$ cat config.mk
export PLATFORM = sky130hd
export DESIGN_NAME = allele_pileup_fraction_estimator_unit
export DESIGN_NICKNAME = d
export VERILOG_FILES = /design/src/sv/apfe_pkg.sv /design/src/sv/apfe_div.sv /design/src/sv/apfe_ctrl.sv /design/src/sv/apfe_dp.sv /design/src/sv/allele_pileup_fraction_estimator_unit.sv
export SDC_FILE = /design/constraint.sdc
export NUM_CORES = 2
export LEC_CHECK = 0
export BUFFER_PORTS_ARGS = -buffer_cell sky130_fd_sc_hd__buf_4
export CELL_PAD_IN_SITES_DETAIL_PLACEMENT = 1
export CELL_PAD_IN_SITES_GLOBAL_PLACEMENT = 2
export CORE_MARGIN = 2
export CORE_UTILIZATION = 33
export DETAILED_ROUTE_END_ITERATION = 7
export GPL_TIMING_DRIVEN = 0
export PLACE_DENSITY_LB_ADDON = 0.1
export SYNTH_ARGS = -nofsm -noshare
export SYNTH_HDL_FRONTEND = slang
export SYNTH_SLANG_ARGS = --single-unit
$ cat constraint.sdc
create_clock -name i_clk -period 16 [get_ports i_clk]
set_input_delay 0 -clock i_clk [delete_from_list [all_inputs] [get_ports i_clk]]
set_output_delay 0 -clock i_clk [all_outputs]
set_load 0.005 [all_outputs]
$ cat src/sv/apfe_pkg.sv
`default_nettype none

package apfe_pkg;

    // defaults for the top-level parameters
    localparam int SITE_COUNT_BITS_DEF = 16;
    localparam int TOTAL_BITS_DEF      = 40;
    localparam int FRACTION_BITS_DEF   = 16;

    localparam logic [15:0] MIN_DEPTH_RESET = 16'd10;

    // stream widths
    localparam int IN_TDATA_W  = 88;
    localparam int IN_TUSER_W  = 3;
    localparam int OUT_TDATA_W = 312;
    localparam int OUT_TUSER_W = 2;
    localparam int OUT_PAD_W   = 2;
    localparam int CNT_OUT_W   = 40;
    localparam int FRAC_OUT_W  = 18;

    // input tuser bit positions
    localparam int TU_HAS_READ  = 0;
    localparam int TU_DUPLICATE = 1;
    localparam int TU_BATCH_END = 2;

    localparam logic [7:0] BASE_A = 8'h41;
    localparam logic [7:0] BASE_C = 8'h43;
    localparam logic [7:0] BASE_G = 8'h47;
    localparam logic [7:0] BASE_T = 8'h54;

    typedef enum logic [1:0] {
        KIND_FAIL    = 2'd0,
        KIND_PASS    = 2'd1,
        KIND_SUMMARY = 2'd2
    } t_kind;

    typedef enum logic [1:0] {
        DIV_SITE_A = 2'd0,
        DIV_SITE_B = 2'd1,
        DIV_SUM_B  = 2'd2,
        DIV_SUM_C  = 2'd3
    } t_div_op;

    typedef struct packed {
        logic    div_start;
        t_div_op div_op;
        logic    load_site;
        logic    load_sum;
    } t_cmd;

    typedef struct packed {
        logic in_site_end;
        logic in_batch_end;
        logic batch_end_q;
        logic site_div_ok;
        logic site_adj_ok;
        logic sum_div_ok;
        logic sum_adj_ok;
        logic div_done;
        logic out_free;
    } t_status;

endpackage

`default_nettype wire

$ cat src/sv/apfe_div.sv
`default_nettype none

module apfe_div #(
    parameter int DW  = 40,
    parameter int QW  = 18,
    parameter int STW = 5
) (
    input  wire logic           i_clk,
    input  wire logic           i_rst_n,
    input  wire logic           i_start,
    input  wire logic [DW-1:0]  i_hi,
    input  wire logic           i_extra,
    input  wire logic [DW-1:0]  i_den,
    input  wire logic [STW-1:0] i_steps,
    output logic                o_done,
    output logic [QW-1:0]       o_quot
);
    import apfe_pkg::*;

    logic           r_busy;
    logic           r_done;
    logic           r_first;
    logic           r_extra;
    logic [STW-1:0] r_cnt;
    logic [DW-1:0]  r_rem;
    logic [DW-1:0]  r_den;
    logic [QW-1:0]  r_quot;

    logic [DW:0]    trial;
    logic [DW:0]    diff;
    logic           ge;

    // the half bit of the numerator enters on the first step only
    always_comb begin
        trial = {r_rem, 1'b0} | {{DW{1'b0}}, (r_first & r_extra)};
        ge    = trial >= {1'b0, r_den};
        diff  = trial - {1'b0, r_den};
    end

    always_ff @(posedge i_clk) begin
        if (!i_rst_n) begin
            r_busy <= 1'b0;
            r_done <= 1'b0;
            r_cnt  <= '0;
        end else begin
            r_done <= 1'b0;
            if (i_start) begin
                r_busy <= 1'b1;
                r_cnt  <= i_steps;
            end else if (r_busy) begin
                r_cnt <= r_cnt - STW'(1);
                if (r_cnt == STW'(1)) begin
                    r_busy <= 1'b0;
                    r_done <= 1'b1;
                end
            end
        end
    end

    always_ff @(posedge i_clk) begin
        if (i_start) begin
            r_first <= 1'b1;
            r_extra <= i_extra;
            r_den   <= i_den;
            // whole part is 0 or 1 since the numerator never exceeds the divisor
            if (i_hi >= i_den) begin
                r_rem  <= i_hi - i_den;
                r_quot <= QW'(1);
            end else begin
                r_rem  <= i_hi;
                r_quot <= '0;
            end
        end else if (r_busy) begin
            r_first <= 1'b0;
            r_quot  <= {r_quot[QW-2:0], ge};
            r_rem   <= ge ? diff[DW-1:0] : trial[DW-1:0];
        end
    end

    assign o_done = r_done;
    assign o_quot = r_quot;

endmodule

`default_nettype wire

$ cat src/sv/apfe_ctrl.sv
`default_nettype none

module apfe_ctrl (
    input  wire logic              i_clk,
    input  wire logic              i_rst_n,
    input  wire logic              i_s_tvalid,
    input  wire apfe_pkg::t_status i_st,
    output apfe_pkg::t_cmd         o_cmd,
    output logic                   o_s_tready
);
    import apfe_pkg::*;

    typedef enum logic [3:0] {
        S_IDLE,
        S_SITE_CHK,
        S_SITE_A,
        S_SITE_B,
        S_SITE_OUT,
        S_SITE_POST,
        S_SUM_CHK,
        S_SUM_C,
        S_SUM_B,
        S_SUM_OUT,
        S_SUM_POST
    } t_state;

    t_state r_state;
    t_cmd   r_cmd;
    logic   r_ready;

    always_ff @(posedge i_clk) begin
        if (!i_rst_n) begin
            r_state <= S_IDLE;
            r_ready <= 1'b1;
            r_cmd   <= '0;
        end else begin
            r_cmd <= '0;
            case (r_state)
                S_IDLE: begin
                    if (i_s_tvalid && r_ready) begin
                        if (i_st.in_site_end) begin
                            r_state <= S_SITE_CHK;
                            r_ready <= 1'b0;
                        end else if (i_st.in_batch_end) begin
                            r_state <= S_SUM_CHK;
                            r_ready <= 1'b0;
                        end
                    end
                end
                S_SITE_CHK: begin
                    if (i_st.site_div_ok) begin
                        r_cmd.div_start <= 1'b1;
                        r_cmd.div_op    <= DIV_SITE_A;
                        r_state         <= S_SITE_A;
                    end else begin
                        r_state <= S_SITE_OUT;
                    end
                end
                S_SITE_A: begin
                    if (i_st.div_done) begin
                        if (i_st.site_adj_ok) begin
                            r_cmd.div_start <= 1'b1;
                            r_cmd.div_op    <= DIV_SITE_B;
                            r_state         <= S_SITE_B;
                        end else begin
                            r_state <= S_SITE_OUT;
                        end
                    end
                end
                S_SITE_B: begin
                    if (i_st.div_done) begin
                        r_state <= S_SITE_OUT;
                    end
                end
                S_SITE_OUT: begin
                    // a free output register stays free until our own load
                    if (i_st.out_free) begin
                        r_cmd.load_site <= 1'b1;
                        r_state         <= S_SITE_POST;
                    end
                end
                S_SITE_POST: begin
                    if (i_st.batch_end_q) begin
                        r_state <= S_SUM_CHK;
                    end else begin
                        r_state <= S_IDLE;
                        r_ready <= 1'b1;
                    end
                end
                S_SUM_CHK: begin
                    if (i_st.sum_div_ok) begin
                        r_cmd.div_start <= 1'b1;
                        r_cmd.div_op    <= DIV_SUM_C;
                        r_state         <= S_SUM_C;
                    end else begin
                        r_state <= S_SUM_OUT;
                    end
                end
                S_SUM_C: begin
                    if (i_st.div_done) begin
                        if (i_st.sum_adj_ok) begin
                            r_cmd.div_start <= 1'b1;
                            r_cmd.div_op    <= DIV_SUM_B;
                            r_state         <= S_SUM_B;
                        end else begin
                            r_state <= S_SUM_OUT;
                        end
                    end
                end
                S_SUM_B: begin
                    if (i_st.div_done) begin
                        r_state <= S_SUM_OUT;
                    end
                end
                S_SUM_OUT: begin
                    if (i_st.out_free) begin
                        r_cmd.load_sum <= 1'b1;
                        r_state        <= S_SUM_POST;
                    end
                end
                S_SUM_POST: begin
                    r_state <= S_IDLE;
                    r_ready <= 1'b1;
                end
                default: begin
                    r_state <= S_IDLE;
                    r_ready <= 1'b1;
                end
            endcase
        end
    end

    assign o_cmd      = r_cmd;
    assign o_s_tready = r_ready;

endmodule

`default_nettype wire

$ cat src/sv/apfe_dp.sv
`default_nettype none

module apfe_dp #(
    parameter int SITE_COUNT_BITS = apfe_pkg::SITE_COUNT_BITS_DEF,
    parameter int TOTAL_BITS      = apfe_pkg::TOTAL_BITS_DEF,
    parameter int FRACTION_BITS   = apfe_pkg::FRACTION_BITS_DEF
) (
    input  wire logic                               i_clk,
    input  wire logic                               i_rst_n,
    input  wire logic                               i_accept,
    input  wire logic [apfe_pkg::IN_TDATA_W-1:0]    i_s_tdata,
    input  wire logic                               i_s_tlast,
    input  wire logic [apfe_pkg::IN_TUSER_W-1:0]    i_s_tuser,
    input  wire logic                               i_cfg_wr_en,
    input  wire logic [15:0]                        i_cfg_wr_data,
    input  wire apfe_pkg::t_cmd                     i_cmd,
    output apfe_pkg::t_status                       o_st,
    output logic                                    o_m_tvalid,
    input  wire logic                               i_m_tready,
    output logic [apfe_pkg::OUT_TDATA_W-1:0]        o_m_tdata,
    output logic                                    o_m_tlast,
    output logic [apfe_pkg::OUT_TUSER_W-1:0]        o_m_tuser
);
    import apfe_pkg::*;

    localparam int CW  = SITE_COUNT_BITS;
    localparam int DPW = SITE_COUNT_BITS + 2;
    localparam int TW  = TOTAL_BITS;
    localparam int DW  = (TW > DPW) ? TW : DPW;
    localparam int SW  = DW + 1;
    localparam int MW  = (DPW > 16) ? DPW : 16;
    localparam int QW  = FRACTION_BITS + 2;
    localparam int STW = $clog2(FRACTION_BITS + 2);
    localparam logic [TW-1:0] TMAX = {TW{1'b1}};

    // input unpacking
    logic [31:0] in_site_id;
    logic [7:0]  in_ref, in_alt, in_min_mq, in_min_bq, in_mq, in_bq, in_obs;
    logic        in_has_read, in_dup, in_batch_end;
    logic        read_ok;

    assign in_site_id   = i_s_tdata[31:0];
    assign in_ref       = i_s_tdata[39:32];
    assign in_alt       = i_s_tdata[47:40];
    assign in_min_mq    = i_s_tdata[55:48];
    assign in_min_bq    = i_s_tdata[63:56];
    assign in_mq        = i_s_tdata[71:64];
    assign in_bq        = i_s_tdata[79:72];
    assign in_obs       = i_s_tdata[87:80];
    assign in_has_read  = i_s_tuser[TU_HAS_READ];
    assign in_dup       = i_s_tuser[TU_DUPLICATE];
    assign in_batch_end = i_s_tuser[TU_BATCH_END];

    assign read_ok = in_has_read && !in_dup && (in_mq >= in_min_mq) && (in_bq >= in_min_bq);

    logic [15:0] r_min_depth;
    logic [31:0] r_site_id;
    logic        r_batch_end;
    logic [CW-1:0] r_ref, r_alt, r_oth;
    logic [TW-1:0] r_sum_ref, r_sum_alt, r_sum_oth, r_sum_dep;
    logic [31:0]   r_tally_all, r_tally_pass, r_tally_det;
    logic [QW-1:0] r_frac_a, r_frac_b, r_frac_c;
    t_div_op       r_div_op;

    logic              r_out_valid;
    t_kind             r_out_kind;
    logic [31:0]       r_out_ident, r_out_pass, r_out_det;
    logic [CNT_OUT_W-1:0]  r_out_ref, r_out_alt, r_out_oth, r_out_dep;
    logic [FRAC_OUT_W-1:0] r_out_fa, r_out_fb, r_out_fc;
    logic              r_out_last;

    // site figures
    logic [DPW-1:0] site_dep;
    logic           site_pass;
    logic           site_adj_ok;
    logic [CW-1:0]  site_k;
    logic           sum_adj_ok;
    logic [TW-1:0]  sum_k;

    always_comb begin
        site_dep    = DPW'(r_ref) + DPW'(r_alt) + DPW'(r_oth);
        site_pass   = MW'(site_dep) >= MW'(r_min_depth);
        // alt - other/2 split into whole part and half bit
        site_adj_ok = r_alt > (r_oth >> 1);
        site_k      = r_alt - (r_oth >> 1) - CW'(r_oth[0]);
        sum_adj_ok  = r_sum_alt > (r_sum_oth >> 1);
        sum_k       = r_sum_alt - (r_sum_oth >> 1) - TW'(r_sum_oth[0]);
    end

    function automatic logic [TW-1:0] f_sat_add(input logic [TW-1:0] a,
                                                input logic [DPW-1:0] b);
        logic [SW-1:0] s;
        s = SW'(a) + SW'(b);
        return (s > SW'(TMAX)) ? TMAX : s[TW-1:0];
    endfunction

    // divider operand select
    logic [DW-1:0]  div_hi, div_den;
    logic           div_extra;
    logic [STW-1:0] div_steps;
    logic           div_done;
    logic [QW-1:0]  div_quot;

    always_comb begin
        case (i_cmd.div_op)
            DIV_SITE_A: begin
                div_hi    = DW'(r_alt);
                div_extra = 1'b0;
                div_den   = DW'(site_dep);
                div_steps = STW'(FRACTION_BITS);
            end
            DIV_SITE_B: begin
                div_hi    = DW'(site_k);
                div_extra = r_oth[0];
                div_den   = DW'(site_dep);
                div_steps = STW'(FRACTION_BITS);
            end
            DIV_SUM_B: begin
                div_hi    = DW'(sum_k);
                div_extra = r_sum_oth[0];
                div_den   = DW'(r_sum_dep);
                div_steps = STW'(FRACTION_BITS + 1);
            end
            DIV_SUM_C: begin
                div_hi    = DW'(r_sum_oth);
                div_extra = 1'b0;
                div_den   = DW'(r_sum_dep);
                div_steps = STW'(FRACTION_BITS - 1);
            end
            default: begin
                div_hi    = '0;
                div_extra = 1'b0;
                div_den   = '0;
                div_steps = '0;
            end
        endcase
    end

    apfe_div #(
        .DW  (DW),
        .QW  (QW),
        .STW (STW)
    ) u_div (
        .i_clk   (i_clk),
        .i_rst_n (i_rst_n),
        .i_start (i_cmd.div_start),
        .i_hi    (div_hi),
        .i_extra (div_extra),
        .i_den   (div_den),
        .i_steps (div_steps),
        .o_done  (div_done),
        .o_quot  (div_quot)
    );

    // configuration and per-site counts
    always_ff @(posedge i_clk) begin
        if (!i_rst_n) begin
            r_min_depth <= MIN_DEPTH_RESET;
            r_ref       <= '0;
            r_alt       <= '0;
            r_oth       <= '0;
        end else begin
            if (i_cfg_wr_en) begin
                r_min_depth <= i_cfg_wr_data;
            end
            if (i_cmd.load_site) begin
                r_ref <= '0;
                r_alt <= '0;
                r_oth <= '0;
            end else if (i_accept && read_ok) begin
                if (in_obs == in_ref) begin
                    r_ref <= (r_ref == '1) ? r_ref : r_ref + CW'(1);
                end else if (in_obs == in_alt) begin
                    r_alt <= (r_alt == '1) ? r_alt : r_alt + CW'(1);
                end else if (in_obs == BASE_A || in_obs == BASE_C ||
                             in_obs == BASE_G || in_obs == BASE_T) begin
                    r_oth <= (r_oth == '1) ? r_oth : r_oth + CW'(1);
                end
            end
        end
    end

    // batch sums and tallies
    always_ff @(posedge i_clk) begin
        if (!i_rst_n) begin
            r_sum_ref    <= '0;
            r_sum_alt    <= '0;
            r_sum_oth    <= '0;
            r_sum_dep    <= '0;
            r_tally_all  <= '0;
            r_tally_pass <= '0;
            r_tally_det  <= '0;
        end else if (i_cmd.load_sum) begin
            r_sum_ref    <= '0;
            r_sum_alt    <= '0;
            r_sum_oth    <= '0;
            r_sum_dep    <= '0;
            r_tally_all  <= '0;
            r_tally_pass <= '0;
            r_tally_det  <= '0;
        end else if (i_cmd.load_site) begin
            r_tally_all <= (r_tally_all == '1) ? r_tally_all : r_tally_all + 32'd1;
            if (site_pass) begin
                r_tally_pass <= (r_tally_pass == '1) ? r_tally_pass : r_tally_pass + 32'd1;
                if (r_alt != '0) begin
                    r_tally_det <= (r_tally_det == '1) ? r_tally_det : r_tally_det + 32'd1;
                end
                r_sum_ref <= f_sat_add(r_sum_ref, DPW'(r_ref));
                r_sum_alt <= f_sat_add(r_sum_alt, DPW'(r_alt));
                r_sum_oth <= f_sat_add(r_sum_oth, DPW'(r_oth));
                r_sum_dep <= f_sat_add(r_sum_dep, site_dep);
            end
        end
    end

    // item context and fractions
    always_ff @(posedge i_clk) begin
        if (i_accept) begin
            r_site_id   <= in_site_id;
            r_batch_end <= in_batch_end;
        end
        if (i_cmd.div_start) begin
            r_div_op <= i_cmd.div_op;
        end
        if (i_accept || i_cmd.load_site) begin
            r_frac_a <= '0;
            r_frac_b <= '0;
            r_frac_c <= '0;
        end else if (div_done) begin
            case (r_div_op)
                DIV_SITE_A: r_frac_a <= div_quot;
                DIV_SITE_B: r_frac_b <= div_quot;
                DIV_SUM_C:  r_frac_c <= div_quot;
                DIV_SUM_B: begin
                    // tumour fraction has one more bit; the mean is it halved
                    r_frac_b <= div_quot;
                    r_frac_a <= div_quot >> 1;
                end
                default: ;
            endcase
        end
    end

    // output register
    always_ff @(posedge i_clk) begin
        if (!i_rst_n) begin
            r_out_valid <= 1'b0;
        end else if (i_cmd.load_site || i_cmd.load_sum) begin
            r_out_valid <= 1'b1;
        end else if (i_m_tready) begin
            r_out_valid <= 1'b0;
        end
    end

    always_ff @(posedge i_clk) begin
        if (i_cmd.load_site) begin
            r_out_kind  <= site_pass ? KIND_PASS : KIND_FAIL;
            r_out_ident <= r_site_id;
            r_out_ref   <= CNT_OUT_W'(r_ref);
            r_out_alt   <= CNT_OUT_W'(r_alt);
            r_out_oth   <= CNT_OUT_W'(r_oth);
            r_out_dep   <= CNT_OUT_W'(site_dep);
            r_out_pass  <= '0;
            r_out_det   <= '0;
            r_out_fa    <= FRAC_OUT_W'(r_frac_a);
            r_out_fb    <= FRAC_OUT_W'(r_frac_b);
            r_out_fc    <= '0;
            r_out_last  <= !r_batch_end;
        end else if (i_cmd.load_sum) begin
            r_out_kind  <= KIND_SUMMARY;
            r_out_ident <= r_tally_all;
            r_out_ref   <= CNT_OUT_W'(r_sum_ref);
            r_out_alt   <= CNT_OUT_W'(r_sum_alt);
            r_out_oth   <= CNT_OUT_W'(r_sum_oth);
            r_out_dep   <= CNT_OUT_W'(r_sum_dep);
            r_out_pass  <= r_tally_pass;
            r_out_det   <= r_tally_det;
            r_out_fa    <= FRAC_OUT_W'(r_frac_a);
            r_out_fb    <= FRAC_OUT_W'(r_frac_b);
            r_out_fc    <= FRAC_OUT_W'(r_frac_c);
            r_out_last  <= 1'b1;
        end
    end

    assign o_m_tvalid = r_out_valid;
    assign o_m_tlast  = r_out_last;
    assign o_m_tuser  = r_out_kind;
    assign o_m_tdata  = {{OUT_PAD_W{1'b0}}, r_out_fc, r_out_fb, r_out_fa, r_out_det,
                         r_out_pass, r_out_dep, r_out_oth, r_out_alt, r_out_ref,
                         r_out_ident};

    always_comb begin
        o_st.in_site_end  = i_s_tlast;
        o_st.in_batch_end = in_batch_end;
        o_st.batch_end_q  = r_batch_end;
        o_st.site_div_ok  = site_pass && (site_dep != '0);
        o_st.site_adj_ok  = site_adj_ok;
        o_st.sum_div_ok   = r_sum_dep != '0;
        o_st.sum_adj_ok   = sum_adj_ok;
        o_st.div_done     = div_done;
        o_st.out_free     = !r_out_valid || i_m_tready;
    end

    a_load_into_free: assert property (@(posedge i_clk) disable iff (!i_rst_n)
        (i_cmd.load_site || i_cmd.load_sum) |-> (!r_out_valid || i_m_tready))
        else $error("result loaded over an untaken beat");

    a_no_accept_on_load: assert property (@(posedge i_clk) disable iff (!i_rst_n)
        i_accept |-> !(i_cmd.load_site || i_cmd.load_sum || i_cmd.div_start))
        else $error("input beat taken while a result is in flight");

    a_tally_order: assert property (@(posedge i_clk) disable iff (!i_rst_n)
        (r_tally_det <= r_tally_pass) && (r_tally_pass <= r_tally_all))
        else $error("site tallies out of order");

    a_alt_in_depth: assert property (@(posedge i_clk) disable iff (!i_rst_n)
        (r_sum_alt <= r_sum_dep) && (r_sum_oth <= r_sum_dep))
        else $error("summed counts exceed summed depth");

endmodule

`default_nettype wire

$ cat src/sv/allele_pileup_fraction_estimator_unit.sv
// channel | dir | handshake            | payload
// s       | in  | i_s_tvalid/o_s_tready | tdata read beat, tlast site end, tuser flags
// m       | out | o_m_tvalid/i_m_tready | tdata counts and fractions, tlast last, tuser kind
// cfg     | in  | i_cfg_wr_en          | i_cfg_wr_data min_depth
//
// a beat that closes nothing is taken while the unit stays idle; a site close and a
// summary run their fractions through the single restoring divider, which yields one
// quotient bit a cycle for every fraction.
// reset is synchronous: counts, sums and tallies clear and min_depth returns to 10.
// one result register sits on the output; new beats are taken while it waits,
// and work stalls only when a further result is ready and the register is still full.
`default_nettype none

module allele_pileup_fraction_estimator_unit #(
    parameter int SITE_COUNT_BITS = apfe_pkg::SITE_COUNT_BITS_DEF,
    parameter int TOTAL_BITS      = apfe_pkg::TOTAL_BITS_DEF,
    parameter int FRACTION_BITS   = apfe_pkg::FRACTION_BITS_DEF
) (
    input  wire logic                            i_clk,
    input  wire logic                            i_rst_n,
    input  wire logic                            i_cfg_wr_en,
    input  wire logic [15:0]                     i_cfg_wr_data,
    input  wire logic                            i_s_tvalid,
    output logic                                 o_s_tready,
    // site_id, ref_nt, alt_nt, min_mapping_quality, min_base_quality,
    // mapping_quality, base_quality, seen_nt
    input  wire logic [apfe_pkg::IN_TDATA_W-1:0] i_s_tdata,
    input  wire logic                            i_s_tlast,
    // has_read, duplicate, batch_end
    input  wire logic [apfe_pkg::IN_TUSER_W-1:0] i_s_tuser,
    output logic                                 o_m_tvalid,
    input  wire logic                            i_m_tready,
    // ident_or_sites, ref_total, alt_total, other_total, depth_total, pass_count,
    // detected_sites, fraction_a, fraction_b, fraction_c, zero pad
    output logic [apfe_pkg::OUT_TDATA_W-1:0]     o_m_tdata,
    output logic                                 o_m_tlast,
    // kind
    output logic [apfe_pkg::OUT_TUSER_W-1:0]     o_m_tuser
);
    import apfe_pkg::*;

    t_cmd    cmd;
    t_status st;
    logic    s_tready;
    logic    s_accept;

    assign s_accept   = i_s_tvalid && s_tready;
    assign o_s_tready = s_tready;

    apfe_ctrl u_ctrl (
        .i_clk      (i_clk),
        .i_rst_n    (i_rst_n),
        .i_s_tvalid (i_s_tvalid),
        .i_st       (st),
        .o_cmd      (cmd),
        .o_s_tready (s_tready)
    );

    apfe_dp #(
        .SITE_COUNT_BITS (SITE_COUNT_BITS),
        .TOTAL_BITS      (TOTAL_BITS),
        .FRACTION_BITS   (FRACTION_BITS)
    ) u_dp (
        .i_clk         (i_clk),
        .i_rst_n       (i_rst_n),
        .i_accept      (s_accept),
        .i_s_tdata     (i_s_tdata),
        .i_s_tlast     (i_s_tlast),
        .i_s_tuser     (i_s_tuser),
        .i_cfg_wr_en   (i_cfg_wr_en),
        .i_cfg_wr_data (i_cfg_wr_data),
        .i_cmd         (cmd),
        .o_st          (st),
        .o_m_tvalid    (o_m_tvalid),
        .i_m_tready    (i_m_tready),
        .o_m_tdata     (o_m_tdata),
        .o_m_tlast     (o_m_tlast),
        .o_m_tuser     (o_m_tuser)
    );

endmodule

`default_nettype wire

==> summary.md <==
| Metric | Value |
|---|---|
| Setup Fix Bufs, Post-CTS | 0 |
| Slack of the worst reg-to-reg path | 6.34 ns |
| Smallest setup slack after layout | ~6.3 ns |
| Part of the total power dissipated in combinational logic | 0.089 |
| Number of standard cells in the final layout excluding fillers | 8461 |
| Number of buffers between clock root and the deepest sink | 3 |
| Arr. time, crit path | 10.25 ns |
| Average instance area after synthesis | 8.917 um^2 |
| Maximum VDD drop | around 0.08 mV |
| Overall power | 5.390 mW |
| Synth Cell Area | between 50000 and 60000 um^2 |
| Dominant synthesized flop cell | sky130_fd_sc_hd__dfxtp_1 |
| CTS H-tree lvls | 3 |
| Cell types with the largest area share after synthesis | sky130_fd_sc_hd__dfxtp_1 22%, sky130_fd_sc_hd__edfxtp_1 16%, sky130_fd_sc_hd__ha_1 9.5%, sky130_fd_sc_hd__mux2i_1 4.8%, sky130_fd_sc_hd__nor2_1 4.5% |
| Number of iterations in the first detailed-routing pass | 5 |
| Total grt overflow | 0 |
| Endpoint type of the worst setup path | flop |
| Critical path launch point type | flop |
| Setup clock skew after layout | between 0.06 and 0.07 ns |
| Switching share of power | 0.2548 |
| Worst skew pair latency | 0.76 ns |
| Synthesized flop and latch total | between 800 and 900 |
| Yosys warning count | 0 |
| Clock-pin transition on the worst setup and hold timing paths | 0.06 ns |
| Wire length of the first global-routing pass | between 300000 and 400000 um |
| Transition at the pin with the smallest max-transition slack | ~1.4 ns |
| Gate Count Post-Synth | between 5000 and 6000 |
| Internal power component | 4.016 mW |
| Tmin final | 9.664 ns |
| Number of placed cells counting well taps | 8176 |
| Dpl hpwl | ~170000 um |
| Run status | finished clean |
| Hold WC Path Type | in -> reg |
| Cell Pwr Density | 87.69 nW/um^2 |
| Root buffer cell | sky130_fd_sc_hd__clkbuf_16 |
| Total length of routed wires | 211600 um |
| FFs w/ async S/R, synth | 0 |
| Layout overhead on the synthesized area | 20.92% |
| Leak Pwr | ~25 nW |
| Row count | approximately 140 |
| Data required time of the worst path | around 17 ns |
| Post-placement cell area | approximately 57000 um^2 |
| DRC Markers | 0 |
| Antenna violation net count after detailed routing | 0 |
| Post-synthesis cell type count | 100 |
| RSZ-0062 raised after global routing | false |
| Yosys top cell by area | sky130_fd_sc_hd__dfxtp_1 |
| 1st-iter DRT viols | ~3000 |
| Number of max-slew violations in the final report | 0 |
| Final estimated routing congestion in global placement | just over 0.9 |
| Part of the power in registers | 0.427 |
| Standard cell core area | roughly 150000 um^2 |
| Number of CTS-inserted buffers | 100 |
| Number of global-route vias before repair | around 46000 |
| Final Hold Violating Endpoints | 0 |
| Overall Global Routing Usage | 0.2620 |
| Diode count | 0 |
| Largest stage delay, worst path | 0.82 ns |
| Antenna violations before repair | 3 |
| TritonCTS clock tree | done |
| Share of synthesized area occupied by flip-flops and latches | 0.3842 |
| Fmax achieved | around 100 MHz |
| Post-layout nets | 6843 |
| Die X | ~400 um |
| Ratio of cells with drive above 1 in the final layout | 0.1256 |
| Portion of synthesized cell area occupied by the leading cell type | 0.2241 |
| CP Max Fanout | 14 |
| I/O pins | 430 |
| Crit-path slowest cell | sky130_fd_sc_hd__dfxtp_1 |
| Post-route standard cell area excluding fillers | slightly above 60000 um^2 |
| Max-cap violations | 0 |
| Count of buffers from port buffering | 426 |
| Worst max-slew margin expressed relative to the limit | 0.09363 |
| Switching pwr | ~1.4 mW |
| Post-layout util | 0.4004 |
| Final clock period utilization by the worst path | 0.6040 |
| Die Y-Extent | 396.5 um |
| Via density per instance | about 5.4 |
| Setup tns final | 0 ns |
| Vias after detailed routing | approximately 45000 |
| Kind of critical path | reg -> reg |
| Clock power share | 0.484 |
| Worst hold slack | about 0.084 ns |
| Detailed-route wire length per cell | about 25 um |
| Initial standard-cell utilization of the core | 0.3311 |
| Largest net degree at the start of global routing | 60 |
| Final setup fails | 0 |
| Cells resized by post-CTS repair | 0 |
| TritonCTS Sinks | between 800 and 900 |
| DIE AREA | 157200 um^2 |
| Number of enable flip-flop cells after synthesis | ~270 |
| Place WS | about 6.4 ns |
[power by group through the flow]
stage,Clock (mW),Sequential (mW),Combinational (mW)
after floorplan,0,2.35,0.209
after global placement,0,2.35,0.445
after detailed placement,0,2.35,0.460
after CTS,2.67,2.30,0.482
after global routing,2.75,2.31,0.515
final,2.61,2.30,0.478
[per-layer routing]
| layer | track usage | share of wire | vias up |
|---|---|---|---|
| met2 | 0.4260 | 0.46 | 918 |
| met4 | 0.08752 | 0.034 | 0 |
| met3 | 0.03313 | 0.041 | 259 |
| met5 | 0 | 0 | - |
| li1 | - | - | 21759 |
| met1 | 0.3578 | 0.47 | 22433 |
[flip-flops by register name (all words and copies together) (netlist names), 32 cells and up]
name	count
u_dp.r_out_alt	40
u_dp.r_out_dep	40
u_dp.r_out_oth	40
u_dp.r_out_ref	40
u_dp.r_sum_alt	40
u_dp.r_sum_dep	40
u_dp.r_sum_oth	40
u_dp.r_sum_ref	40
u_dp.u_div.r_den	40
u_dp.u_div.r_rem	40
u_dp.r_out_det	32
u_dp.r_out_ident	32
u_dp.r_out_pass	32
u_dp.r_site_id	32
u_dp.r_tally_all	32
u_dp.r_tally_det	32
u_dp.r_tally_pass	32
[timing repair]
| action | in CTS | in global routing |
|---|---|---|
| hold endpoints to repair | 68 | 0 |
| setup endpoints to repair | 0 | 0 |
| hold buffers | 97 | 0 |
[cell type report]
class,count,area (um^2)
fill,17916,92040
timing repair buffer,528,4279
inverter,407,1528
clock buffer,132,2877
sequential,840,19530
buffer,267,1094
multi-input combinational,4187,28710
clock inverter,56,893.4
tap,2044,2557
[synthesized netlist by cell type (57+ instances only)]
cell / count
sky130_fd_sc_hd__xnor2_1: 192
sky130_fd_sc_hd__o21ai_0: 234
sky130_fd_sc_hd__a211oi_1: 114
sky130_fd_sc_hd__a21o_1: 101
sky130_fd_sc_hd__mux2_2: 65
sky130_fd_sc_hd__and3_1: 76
sky130_fd_sc_hd__ha_1: 387
sky130_fd_sc_hd__o21a_1: 59
sky130_fd_sc_hd__xor2_1: 104
sky130_fd_sc_hd__inv_1: 405
sky130_fd_sc_hd__dfxtp_1: 569
sky130_fd_sc_hd__mux2i_1: 244
sky130_fd_sc_hd__nand4_1: 80
sky130_fd_sc_hd__nand3_1: 127
sky130_fd_sc_hd__nor3_1: 172
sky130_fd_sc_hd__a21oi_1: 400
sky130_fd_sc_hd__clkbuf_1: 188
sky130_fd_sc_hd__a311oi_1: 57
sky130_fd_sc_hd__nor2_1: 609
sky130_fd_sc_hd__nand2_1: 439
sky130_fd_sc_hd__edfxtp_1: 271
[critical path, delay by kind of cell, from the launching register on]
kind,cells,cell delay (ns)
compound gates,11,3.25
xor+xnor,1,0.64
fa+ha+maj,3,1.40
buf+inv,2,0.72
flops,1,0.82
mux,1,0.28
simple gates,8,2.40
[logic make-up after synthesis]
| logic type | synth area share |
|---|---|
| other | 0.00007378 |
| muxes | 0.06865 |
| and+or+nand+nor | 0.1768 |
| adders and majority gates | 0.09999 |
| DFF | 0.3842 |
| buffers and inverters | 0.05152 |
| AOI/OAI and AO/OA | 0.1677 |
| xor gates and xnor gates | 0.05100 |
[path summary, 6_finish.rpt]
check | endpoint | cells past startpoint | startpoint
max reg2reg | u_dp.u_div.r_rem[35]$_DFFE_PP_ | 26 | u_dp.r_alt[1]$_SDFFE_PP0P_
max | u_dp.u_div.r_rem[35]$_DFFE_PP_ | 26 | u_dp.r_alt[1]$_SDFFE_PP0P_
min reg2reg | u_dp.r_out_fa[12]$_DFFE_PP_ | 0 | u_dp.r_frac_a[12]$_SDFFE_PP0P_
min | u_dp.r_min_depth[1]$_SDFFE_PN1P_ | 4 | i_cfg_wr_data[1]
[placed cells by master (no fill, tap or decap), types with 39 or more instances in the layout]
cell type / instances
sky130_fd_sc_hd__mux2_2: 65
sky130_fd_sc_hd__xnor2_1: 192
sky130_fd_sc_hd__or3_1: 44
sky130_fd_sc_hd__and2_1: 39
sky130_fd_sc_hd__ha_1: 387
sky130_fd_sc_hd__nand3_1: 127
sky130_fd_sc_hd__a311oi_1: 57
sky130_fd_sc_hd__edfxtp_1: 271
sky130_fd_sc_hd__a21oi_1: 400
sky130_fd_sc_hd__nand2_1: 439
sky130_fd_sc_hd__clkbuf_1: 197
sky130_fd_sc_hd__o21a_1: 59
sky130_fd_sc_hd__dlygate4sd3_1: 97
sky130_fd_sc_hd__buf_4: 432
sky130_fd_sc_hd__nand4_1: 80
sky130_fd_sc_hd__o21ai_0: 234
sky130_fd_sc_hd__xor2_1: 104
sky130_fd_sc_hd__nor3_1: 172
sky130_fd_sc_hd__a31oi_1: 54
sky130_fd_sc_hd__clkbuf_16: 103
sky130_fd_sc_hd__a21o_1: 101
sky130_fd_sc_hd__a211oi_1: 113
sky130_fd_sc_hd__mux2i_1: 244
sky130_fd_sc_hd__nor4_1: 55
sky130_fd_sc_hd__nor2b_1: 53
sky130_fd_sc_hd__inv_1: 405
sky130_fd_sc_hd__nor2_1: 608
sky130_fd_sc_hd__dfxtp_1: 568
sky130_fd_sc_hd__and3_1: 76
No activity file was read; power rests on OpenSTA's default activity.
